File: src/sv/mpa_pkg.sv
`timescale 1ns / 1ps

package mpa_pkg;

    // Operation selector codes carried on s_axis_tuser
    localparam logic [2:0] OP_RX_BYTE     = 3'd0;
    localparam logic [2:0] OP_ADD_DELTA   = 3'd1;
    localparam logic [2:0] OP_SET_BUTTONS = 3'd2;
    localparam logic [2:0] OP_READ_X      = 3'd3;
    localparam logic [2:0] OP_READ_Y      = 3'd4;

    // Framer phase codes: position of the next expected mouse byte
    localparam logic [1:0] PH_FIRST  = 2'd0;
    localparam logic [1:0] PH_SECOND = 2'd1;
    localparam logic [1:0] PH_THIRD  = 2'd2;

    localparam logic [7:0] FIRST_OK_BIT = 8'h08;
    localparam logic [7:0] OVF_BITS     = 8'hC0;
    localparam logic [7:0] BTN_BITS     = 8'h07;

    localparam int ACC_WIDTH_DEF = 16;

    localparam int IN_TDATA_W  = 48;
    localparam int OUT_TDATA_W = 32;

    typedef struct packed {
        logic [15:0] read_value;
        logic [7:0]  button_state;
        logic        packet_complete;
        logic [1:0]  packet_phase;
    } mpa_result_t;

endpackage

File: src/sv/mouse_packet_accumulator.sv
`timescale 1ns / 1ps
// Each accepted transaction's result is registered into the output entry, or the skid entry while the output stalls.
// Throughput: one transaction per cycle while s_axis_tready is high; the state update is a single add and clamp.
// A two-entry output buffer keeps s_axis_tready high through one stalled result.
// Reset (aresetn low, synchronous) clears framer phase, bytes, accumulators,
// buttons and the valid flags of both output buffer entries.

module mouse_packet_accumulator #(
    parameter int ACC_WIDTH = mpa_pkg::ACC_WIDTH_DEF
) (
    input  logic                            aclk,
    input  logic                            aresetn,
    input  logic                            s_axis_tvalid,
    output logic                            s_axis_tready,
    // [7:0] rx_byte, [23:8] add_x, [39:24] add_y, [47:40] new_button_bits
    input  logic [mpa_pkg::IN_TDATA_W-1:0]  s_axis_tdata,
    // [2:0] operation
    input  logic [2:0]                      s_axis_tuser,
    output logic                            m_axis_tvalid,
    input  logic                            m_axis_tready,
    // [15:0] read_value, [23:16] button_state, [25:24] packet_phase, [31:26] zero
    output logic [mpa_pkg::OUT_TDATA_W-1:0] m_axis_tdata,
    // packet_complete
    output logic                            m_axis_tlast
);

    logic                 accept;
    mpa_pkg::mpa_result_t core_result;
    mpa_pkg::mpa_result_t out_result;

    assign accept = s_axis_tvalid && s_axis_tready;

    mpa_core #(
        .ACC_WIDTH(ACC_WIDTH)
    ) u_core (
        .aclk            (aclk),
        .aresetn         (aresetn),
        .accept          (accept),
        .operation       (s_axis_tuser),
        .rx_byte         (s_axis_tdata[7:0]),
        .add_x           (s_axis_tdata[23:8]),
        .add_y           (s_axis_tdata[39:24]),
        .new_button_bits (s_axis_tdata[47:40]),
        .result          (core_result)
    );

    mpa_out_buf u_out_buf (
        .aclk       (aclk),
        .aresetn    (aresetn),
        .in_valid   (s_axis_tvalid),
        .in_ready   (s_axis_tready),
        .in_result  (core_result),
        .out_valid  (m_axis_tvalid),
        .out_ready  (m_axis_tready),
        .out_result (out_result)
    );

    assign m_axis_tdata = {6'd0, out_result.packet_phase, out_result.button_state,
                           out_result.read_value};
    assign m_axis_tlast = out_result.packet_complete;

    // Input only stalls while a result is waiting at the output
    a_ready_low_has_output: assert property (@(posedge aclk) disable iff (!aresetn)
        !s_axis_tready |-> m_axis_tvalid)
        else $error("s_axis_tready low with no pending result");

    // A completed packet always leaves the framer expecting a first byte
    a_complete_phase: assert property (@(posedge aclk) disable iff (!aresetn)
        (m_axis_tvalid && m_axis_tlast) |-> (m_axis_tdata[25:24] == mpa_pkg::PH_FIRST))
        else $error("packet complete with nonzero phase");

    a_phase_range: assert property (@(posedge aclk) disable iff (!aresetn)
        m_axis_tvalid |-> (m_axis_tdata[25:24] != 2'd3))
        else $error("unreachable framer phase on output");

    // An accepted transaction always leaves m_axis_tvalid high next cycle
    a_accept_output: assert property (@(posedge aclk) disable iff (!aresetn)
        accept |=> m_axis_tvalid)
        else $error("accepted transaction produced no result");

endmodule

File: src/sv/mpa_core.sv
`timescale 1ns / 1ps

module mpa_core #(
    parameter int ACC_WIDTH = mpa_pkg::ACC_WIDTH_DEF
) (
    input  logic                aclk,
    input  logic                aresetn,
    input  logic                accept,
    input  logic [2:0]          operation,
    input  logic [7:0]          rx_byte,
    input  logic [15:0]         add_x,
    input  logic [15:0]         add_y,
    input  logic [7:0]          new_button_bits,
    output mpa_pkg::mpa_result_t result
);

    localparam int SUM_W = ((ACC_WIDTH > 16) ? ACC_WIDTH : 16) + 1;

    localparam logic signed [SUM_W-1:0] ACC_MAX =
        {{(SUM_W - ACC_WIDTH + 1){1'b0}}, {(ACC_WIDTH - 1){1'b1}}};
    localparam logic signed [SUM_W-1:0] ACC_MIN =
        {{(SUM_W - ACC_WIDTH + 1){1'b1}}, {(ACC_WIDTH - 1){1'b0}}};

    logic [1:0]           phase_reg,       phase_next;
    logic [7:0]           first_byte_reg,  first_byte_next;
    logic [7:0]           second_byte_reg, second_byte_next;
    logic [ACC_WIDTH-1:0] accum_x_reg,     accum_x_next;
    logic [ACC_WIDTH-1:0] accum_y_reg,     accum_y_next;
    logic [7:0]           button_reg,      button_next;

    logic signed [SUM_W-1:0] acc_x_ext, acc_y_ext;
    logic signed [SUM_W-1:0] dx_ext, dy_ext;
    logic signed [SUM_W-1:0] sum_x, sum_y;
    logic [ACC_WIDTH-1:0]    sat_x, sat_y;

    assign acc_x_ext = {{(SUM_W - ACC_WIDTH){accum_x_reg[ACC_WIDTH-1]}}, accum_x_reg};
    assign acc_y_ext = {{(SUM_W - ACC_WIDTH){accum_y_reg[ACC_WIDTH-1]}}, accum_y_reg};

    // Motion: add_x/add_y for OP_ADD_DELTA, else X from the second byte, Y inverted from the third
    always_comb begin
        if (operation == mpa_pkg::OP_ADD_DELTA) begin
            dx_ext = {{(SUM_W - 16){add_x[15]}}, add_x};
            dy_ext = {{(SUM_W - 16){add_y[15]}}, add_y};
        end else begin
            dx_ext = {{(SUM_W - 8){second_byte_reg[7]}}, second_byte_reg};
            dy_ext = -{{(SUM_W - 8){rx_byte[7]}}, rx_byte};
        end
    end

    assign sum_x = acc_x_ext + dx_ext;
    assign sum_y = acc_y_ext + dy_ext;

    // Clamp to the accumulator range
    always_comb begin
        if (sum_x > ACC_MAX) begin
            sat_x = ACC_MAX[ACC_WIDTH-1:0];
        end else if (sum_x < ACC_MIN) begin
            sat_x = ACC_MIN[ACC_WIDTH-1:0];
        end else begin
            sat_x = sum_x[ACC_WIDTH-1:0];
        end
        if (sum_y > ACC_MAX) begin
            sat_y = ACC_MAX[ACC_WIDTH-1:0];
        end else if (sum_y < ACC_MIN) begin
            sat_y = ACC_MIN[ACC_WIDTH-1:0];
        end else begin
            sat_y = sum_y[ACC_WIDTH-1:0];
        end
    end

    always_comb begin
        phase_next       = phase_reg;
        first_byte_next  = first_byte_reg;
        second_byte_next = second_byte_reg;
        accum_x_next     = accum_x_reg;
        accum_y_next     = accum_y_reg;
        button_next      = button_reg;
        result.read_value      = 16'd0;
        result.packet_complete = 1'b0;
        case (operation)
            mpa_pkg::OP_RX_BYTE: begin
                case (phase_reg)
                    mpa_pkg::PH_SECOND: begin
                        second_byte_next = rx_byte;
                        phase_next       = mpa_pkg::PH_THIRD;
                    end
                    mpa_pkg::PH_THIRD: begin
                        phase_next             = mpa_pkg::PH_FIRST;
                        result.packet_complete = 1'b1;
                        // Drop motion when either overflow flag is set
                        if ((first_byte_reg & mpa_pkg::OVF_BITS) == 8'd0) begin
                            accum_x_next = sat_x;
                            accum_y_next = sat_y;
                        end
                        button_next = first_byte_reg & mpa_pkg::BTN_BITS;
                    end
                    default: begin
                        first_byte_next = rx_byte;
                        phase_next = ((rx_byte & mpa_pkg::FIRST_OK_BIT) != 8'd0) ?
                                     mpa_pkg::PH_SECOND : mpa_pkg::PH_FIRST;
                    end
                endcase
            end
            mpa_pkg::OP_ADD_DELTA: begin
                accum_x_next = sat_x;
                accum_y_next = sat_y;
            end
            mpa_pkg::OP_SET_BUTTONS: begin
                button_next = new_button_bits;
            end
            mpa_pkg::OP_READ_X: begin
                result.read_value = acc_x_ext[15:0];
                accum_x_next      = '0;
            end
            mpa_pkg::OP_READ_Y: begin
                result.read_value = acc_y_ext[15:0];
                accum_y_next      = '0;
            end
            default: begin
            end
        endcase
        result.button_state = button_next;
        result.packet_phase = phase_next;
    end

    always_ff @(posedge aclk) begin
        if (!aresetn) begin
            phase_reg       <= mpa_pkg::PH_FIRST;
            first_byte_reg  <= 8'd0;
            second_byte_reg <= 8'd0;
            accum_x_reg     <= '0;
            accum_y_reg     <= '0;
            button_reg      <= 8'd0;
        end else if (accept) begin
            phase_reg       <= phase_next;
            first_byte_reg  <= first_byte_next;
            second_byte_reg <= second_byte_next;
            accum_x_reg     <= accum_x_next;
            accum_y_reg     <= accum_y_next;
            button_reg      <= button_next;
        end
    end

endmodule

File: src/sv/mpa_out_buf.sv
`timescale 1ns / 1ps

module mpa_out_buf (
    input  logic                 aclk,
    input  logic                 aresetn,
    input  logic                 in_valid,
    output logic                 in_ready,
    input  mpa_pkg::mpa_result_t in_result,
    output logic                 out_valid,
    input  logic                 out_ready,
    output mpa_pkg::mpa_result_t out_result
);

    logic                 out_valid_reg,  out_valid_next;
    logic                 skid_valid_reg, skid_valid_next;
    mpa_pkg::mpa_result_t out_reg,        out_next;
    mpa_pkg::mpa_result_t skid_reg,       skid_next;

    assign in_ready   = !skid_valid_reg;
    assign out_valid  = out_valid_reg;
    assign out_result = out_reg;

    always_comb begin
        out_valid_next  = out_valid_reg;
        skid_valid_next = skid_valid_reg;
        out_next        = out_reg;
        skid_next       = skid_reg;
        if (!out_valid_reg || out_ready) begin
            // Output slot frees: drain the skid entry first
            if (skid_valid_reg) begin
                out_next        = skid_reg;
                out_valid_next  = 1'b1;
                skid_valid_next = 1'b0;
            end else begin
                out_next       = in_result;
                out_valid_next = in_valid;
            end
        end else if (in_valid && in_ready) begin
            // Hold the new transaction behind the stalled one
            skid_next       = in_result;
            skid_valid_next = 1'b1;
        end
    end

    always_ff @(posedge aclk) begin
        if (!aresetn) begin
            out_valid_reg  <= 1'b0;
            skid_valid_reg <= 1'b0;
        end else begin
            out_valid_reg  <= out_valid_next;
            skid_valid_reg <= skid_valid_next;
        end
    end

    always_ff @(posedge aclk) begin
        out_reg  <= out_next;
        skid_reg <= skid_next;
    end

endmodule

File: config.mk
export PLATFORM = sky130hd
export DESIGN_NAME = mouse_packet_accumulator
export DESIGN_NICKNAME = d
export VERILOG_FILES = /design/src/sv/mpa_pkg.sv /design/src/sv/mouse_packet_accumulator.sv /design/src/sv/mpa_core.sv /design/src/sv/mpa_out_buf.sv
export SDC_FILE = /design/constraint.sdc
export NUM_CORES = 1
export LEC_CHECK = 0
export ABC_AREA = 1
export BUFFER_PORTS_ARGS = -buffer_cell sky130_fd_sc_hd__buf_4
export CORE_MARGIN = 2
export CORE_UTILIZATION = 63
export CTS_CLUSTER_DIAMETER = 200
export DETAILED_ROUTE_END_ITERATION = 10
export PLACE_DENSITY = 0.87
export SYNTH_ARGS = -nofsm -noshare
export SYNTH_HDL_FRONTEND = slang
export SYNTH_SLANG_ARGS = --single-unit
File: constraint.sdc
create_clock -name aclk -period 5 [get_ports aclk]
set_input_delay 0.5 -clock aclk [delete_from_list [all_inputs] [get_ports aclk]]
set_output_delay 0.5 -clock aclk [all_outputs]
set_load 0.02 [all_outputs]
# After elaboration in Yosys (flattened, before gate mapping)
# Index checks and enable logic that the tools add are counted.
[op_classes]
n_addsub = 3
order_cmp = 4
eq_ne = 8
n_mux = 22
n_bitwise = 3
reduce_logical = 15
[ops]
columns = ["op", "count"]
rows = [
  ["two-way mux 16 bit", 8],
  ["one-hot mux 16 bit (3 select lines)", 2],
  ["adder 16 x 17 -> 17 bit", 2],
  ["> comparator 17 x 16 -> 1 bit (second input constant)", 2],
  ["less-than comparator 17 x 16 -> 1 bit (second input constant)", 2],
  ["two-way mux 17 bit", 2],
  ["one-hot mux 16 bit (2 select lines)", 1],
  ["two-way mux 27 bit", 1],
  ["negator 17 bit", 1],
  ["one-hot mux 8 bit (2 select lines)", 1],
  ["logical NOT 8 bit", 1],
  ["two-way mux 8 bit", 1],
  ["AND reduction 4 bit", 2],
  ["== test 3 x 2 -> 1 bit (second input constant)", 2],
  ["AND reduction 3 bit", 2],
  ["nonzero test 3 bit", 2],
  ["two-way mux 1 bit", 4],
  ["inequality test 2 x 1 -> 1 bit (second input constant)", 2],
  ["one-hot mux 2 bit (2 select lines)", 1],
  ["OR reduction 2 bit", 2],
  ["== test 3 x 1 -> 1 bit (second input constant)", 1],
  ["== test 3 bit (second input constant)", 1],
  ["logical NOT 3 bit", 1],
  ["NOT 1 bit", 3],
  ["other kinds (7)", 8],
]
[word_totals]
reg_bits = 114
inputBits = 55
elab_cells = 71

# Longest topological paths before layout
[depth]
word_depth = 9
mapped_depth = 24

# Hierarchy
# Synthesis repeated with hierarchy kept, for this count alone.
[hier_totals]
hier_cells = 1011
hier_area_um2 = 7084.3
[by_module_without_submodules]
columns = ["mod", "n_inst", "cells_per_inst", "area_per_inst_um2", "seq_area_each_um2"]
rows = [
  ["mpa_core", 1, 849, 4971.0, 1101.1],
  ["mpa_out_buf", 1, 153, 2057.0, 1661.6],
  ["mouse_packet_accumulator", 1, 9, 56.3, 0.0],
]

# Worst setup path after synthesis
# Ideal clock, no wire load.
[synth_path]
kind = "input to register"
from = "in s_axis_tuser[1]"
to = "reg u_core.accum_y_reg[3]"
t_arrival_ps = 3080
t_required_ps = 4872
path_slack_ps = 1793
cell_stages = 21
n_path_buf = 3
cell_sequence = "buf_6 > nor3_4 > clkbuf_1 > nand2_1 > o21ai_0 > ha_1 > inv_1 > fa_1 > o21ai_1 > nand2_1 > nand2_1 > nand2_1 > nand2_1 > nand2_1 > nand2_1 > nand2_1 > nand2_2 > buf_6 > nor2_1 > nor2_1 > nor2_1"
[synth_between]
elab_chain_len = 9
elab_cells_between_ends = 16
cone_classes = "add/sub: 1; order compare: 2; eq/ne: 4; mux: 6; reduce/logical: 3"
[synth_rtl]
columns = ["element", "line", "rtl"]
rows = [
  ["from (decl)", "mouse_packet_accumulator.sv:18", "input logic [2:0] s_axis_tuser,"],
  ["== test 3 x 1 -> 1 bit", "mpa_core.sv:41, mpa_core.sv:80", ""],
  ["two-way mux 17 bit", "mpa_core.sv:41", "if (operation == mpa_pkg::OP_ADD_DELTA) begin"],
  ["adder 16 x 17 -> 17 bit", "mpa_core.sv:51", "assign sum_y = acc_y_ext + dy_ext;"],
  ["less-than comparator 17 x 16 -> 1 bit", "mpa_core.sv:64", "end else if (sum_y < ACC_MIN) begin"],
  ["two-way mux 16 bit", "mpa_core.sv:64", ""],
  ["two-way mux 16 bit", "mpa_core.sv:62", "if (sum_y > ACC_MAX) begin"],
  ["two-way mux 16 bit", "mpa_core.sv:91", "if ((first_byte_reg & mpa_pkg::OVF_BITS) == 8'd0) begin"],
  ["two-way mux 16 bit", "mpa_core.sv:82", "case (phase_reg)"],
  ["one-hot mux 16 bit (3 select lines)", "mpa_core.sv:80", "case (operation)"],
  ["to (signal assigned)", "mpa_core.sv:139", "accum_y_reg <= accum_y_next;"],
  ["to (decl)", "mpa_core.sv:28", "logic [ACC_WIDTH-1:0] accum_y_reg, accum_y_next;"],
]
# Several ways; a longest one is shown, not always the timed one. The select of a mux whose other input is x is not followed.
# A chain may end at the register's enable or synchronous reset.

# Final worst setup path
[layout_path]
from = "in s_axis_tuser[2]"
to = "reg u_core.accum_y_reg[4]"
# Same word-level chain as after synthesis.

==> impl_table.tex <==
\begin{tabular}{lr}
\hline
Metric & Value \\
\hline
\multicolumn{2}{l}{\textbf{Detailed routing}} \\
Wirelength per Cell & roughly 15 µm \\
Drt drc & 0 \\
Vias after detailed routing & 6605 \\
Routed via count divided by cell count & around 5.5 \\
WL final & about 17 mm \\
First-iteration detailed-routing DRC count & between 500 and 600 \\
Drt first pass iters & 6 \\
Count of antenna-violating nets left after detailed routing & 0 \\
\multicolumn{2}{l}{\textbf{Place}} \\
Area post-placement & between 0.007 and 0.008 mm² \\
Number of I/O port buffers & between 80 and 90 \\
RD Place Congestion & around 0.93 \\
Dpl cells & approximately 1200 \\
Placed wire-length estimate & around 13 mm \\
\multicolumn{2}{l}{\textbf{Synth}} \\
Flops \& latches, synth & roughly 110 \\
Async set-reset flop share out of synthesis & 0\% \\
Most common cell in the netlist & sky130\_fd\_sc\_hd\_\_nand2\_1 \\
Area share of the largest cell type after synthesis & 23.2\% \\
Post-synth top flop & sky130\_fd\_sc\_hd\_\_dfxtp\_1 \\
Warnings from Yosys & 0 \\
Commonest cells in the synthesized netlist & sky130\_fd\_sc\_hd\_\_nand2\_1 (365), sky130\_fd\_sc\_hd\_\_inv\_1 (110), sky130\_fd\_sc\_hd\_\_nor2\_1 (85) \\
Cells after Synth & $\sim$990 \\
Number of enable flip-flop cells after synthesis & 54 \\
Cell accounting for the most synthesized area & sky130\_fd\_sc\_hd\_\_edfxtp\_1 \\
Yosys cell types & 41 \\
Dominant cells by area after synthesis & sky130\_fd\_sc\_hd\_\_edfxtp\_1 (23\%), sky130\_fd\_sc\_hd\_\_nand2\_1 (20\%), sky130\_fd\_sc\_hd\_\_dfxtp\_1 (16\%) \\
Area of the mapped netlist & 0.00700 mm² \\
Sequential fraction of the synthesis area & 39.5\% \\
Mean cell area of the mapped netlist & around 7.1 µm² \\
\multicolumn{2}{l}{\textbf{Worst setup path}} \\
Critical path buffers and inverters & 2 \\
Worst endpoint data arrival time & about 4.0 ns \\
Maximum cell stage delay along the critical path & roughly 0.45 ns \\
Highest net fanout along the worst path & 26 \\
Worst path top cell family by delay & simple AND/OR/NAND/NOR gates \\
Setup crit end kind & register \\
CP Cell Sequence & buf\_4 -> nor2\_4 -> nand2\_2 -> o21ai\_0 -> inv\_1 -> fa\_1 -> o21ai\_1 -> nand2\_1 -> nand2\_1 -> nand2\_1 -> nand2\_1 -> nand2\_1 -> nand2\_1 -> nand2\_1 -> nand2\_2 -> nor2\_1 -> nor2\_1 -> nor2\_1 \\
Data required, critical path & about 5.3 ns \\
Slowest-stage cell, CP & sky130\_fd\_sc\_hd\_\_fa\_1 \\
CP Class & input port to register \\
Launching element type of the critical path & input port \\
CP dominant cell by count & sky130\_fd\_sc\_hd\_\_nand2\_1 \\
\multicolumn{2}{l}{\textbf{Die}} \\
Die Span Y & $\sim$110 µm \\
I/O pin count & 90 \\
Area of the die & 0.0120 mm² \\
Horizontal extent of the die & between 100 and 150 µm \\
Row cnt & 38 \\
Effective utilization at floorplan & between 60 and 70\% \\
Core region area & 0.0108 mm² \\
\multicolumn{2}{l}{\textbf{Timing}} \\
Normalized max-slew margin & $\sim$15\% \\
RSZ-0062 raised after global routing & false \\
Worst hold slack after final layout & 0.391 ns \\
Worst clock skew & roughly 0.012 ns \\
Max frequency & $\sim$270 MHz \\
Final critical-path required period & around 3.7 ns \\
Final Hold Viols & 0 \\
Final max-slew violation count & 0 \\
Number of failing setup endpoints in the final timing report & 0 \\
TNS Setup & 0 ns \\
Least-Margin Pin Slew & 1.27 ns \\
Post-route fraction of the period consumed by the critical path & 73.8\% \\
\multicolumn{2}{l}{\textbf{Clock network}} \\
Clock Root Buffer & sky130\_fd\_sc\_hd\_\_clkbuf\_8 \\
Clk pin slew, worst setup/hold paths & roughly 0.12 ns \\
Hold bufs inserted after CTS & 0 \\
Insertion delay of the later-clocked pin in the worst-skew pair & roughly 0.4 ns \\
Clock buffers created by TritonCTS & 9 \\
Number of H-tree levels & 3 \\
PostCTS Resize Cnt & 0 \\
Clock tree from TritonCTS & built \\
Maximum buffer depth of the clock tree & 2 \\
Number of setup buffers added after CTS & 0 \\
Clock sink count & around 110 \\
\multicolumn{2}{l}{\textbf{Finish}} \\
Share of post-route cells with drive strength above 1 & between 10\% and 20\% \\
Final-stage net count & between 1000 and 1500 \\
Final standard cell area without fillers & just under 0.008 mm² \\
Non-filler cells in the finished layout & approximately 1200 \\
Fill cell count & 868 \\
Antenna diode count & 0 \\
Area of the multi-input gates & 0.00364 mm² \\
Growth of design area from synthesis to finish & 12.4\% \\
Footprint of the flip-flops and latches & around 0.0028 mm² \\
\multicolumn{2}{l}{\textbf{Global route}} \\
Global route total overflow & 0 \\
Largest net degree at the start of global routing & 45 \\
Number of global-route vias before repair & $\sim$5700 \\
First-pass GRT wire length & roughly 27 mm \\
GRT Overall Usage & a little under 30\% \\
Initial antenna violation count & 0 \\
\multicolumn{2}{l}{\textbf{Run}} \\
Max\_cap viols & 0 \\
\multicolumn{2}{l}{\textbf{Worst hold path}} \\
Worst min path class & input port to register \\
\multicolumn{2}{l}{\textbf{Power}} \\
Reported leakage power & approximately 4.1 nW \\
Peak supply drop & 0.160 mV \\
Total power divided by cell area & 255 mW/mm² \\
\multicolumn{2}{l}{\textbf{Run status}} \\
Status & finished clean \\
\hline
\end{tabular}
==> final timing paths <==
check	startpoint	depth (start not counted)	endpoint	slack (ns)
hold reg to reg	u_core.accum_y_reg[1]	2	u_core.accum_y_reg[1]	0.50
setup reg to reg	u_out_buf.skid_valid_reg	10	u_core.accum_y_reg[4]	2.01
hold / removal	s_axis_tdata[1]	3	u_core.first_byte_reg[1]	0.39
setup / recovery	s_axis_tuser[2]	18	u_core.accum_y_reg[4]	1.31
==> area by class of cell <==
cell class,instances,area share [%]
sequential,111,35.1
timing repair buffer,88,8.40
tap,140,2.23
clock inverter,7,0.923
clock buffer,9,1.57
inverter,114,5.44
multi-input combinational,730,46.3
==> report_power, final <==
part / total, W / internal (W) / switching, W / leakage, nW
clock network: 0.000539 / 0.000196 / 0.000343 / 0.0966
logic: 0.000439 / 0.000161 / 0.000278 / 2.93
registers: 0.00103 / 0.00100 / 0.0000257 / 1.03
total: 0.00200 / 0.00136 / 0.000646 / 4.06
==> cells by family (layout without fill, tap and decap cells) <==
family          after synthesis  in the layout  share of synthesized area, %
xor+xnor                     22             22                          2.75
fa+ha+maj                    40             40                          7.36
simple gates                512            512                          29.3
flops                       111            111                          39.5
buf+inv                     151            218                          8.81
other cells                   1              6                        0.0536
compound gates              150            150                          12.3
==> worst register-to-register path, stage by stage (launching register included) <==
cell	delay, ns
sky130_fd_sc_hd__dfxtp_1	0.32
sky130_fd_sc_hd__buf_4	0.22
sky130_fd_sc_hd__nor2_1	0.26
sky130_fd_sc_hd__inv_1	0.35
sky130_fd_sc_hd__a21oi_2	0.26
sky130_fd_sc_hd__o21ai_2	0.28
sky130_fd_sc_hd__nor2_4	0.49
sky130_fd_sc_hd__nand3_2	0.37
sky130_fd_sc_hd__nand2_1	0.17
sky130_fd_sc_hd__nor2_1	0.07
sky130_fd_sc_hd__nor2_1	0.13
==> per-layer routing <==
layer  vias up  routed length, µm  track usage (%)
met5         -                  0                0
met4         0                352             7.59
met3        39               1470             4.86
met2       301               8270             48.5
met1      2955               7390             40.5
li1       3310                  -                -
==> stage by stage <==
step,power (W),setup WS [ns],utilization (%)
floorplan,0.00134,1.79,-
global placement,0.00146,1.25,70.7
detailed placement,0.00148,1.01,70.7
CTS,0.00200,1.41,72.6
global route,0.00209,1.05,72.6
finish,0.00200,1.31,72.6
==> cell usage in the layout (no fill, tap or decap), types with 36 or more instances in the layout <==
cell,instances
sky130_fd_sc_hd__nor2_1,84
sky130_fd_sc_hd__nand3_1,36
sky130_fd_sc_hd__a21oi_1,69
sky130_fd_sc_hd__edfxtp_1,54
sky130_fd_sc_hd__dfxtp_1,57
sky130_fd_sc_hd__inv_1,110
sky130_fd_sc_hd__o21ai_0,51
sky130_fd_sc_hd__nand2_1,365
sky130_fd_sc_hd__buf_4,88
sky130_fd_sc_hd__ha_1,38
(Power assumes the default switching activity.)
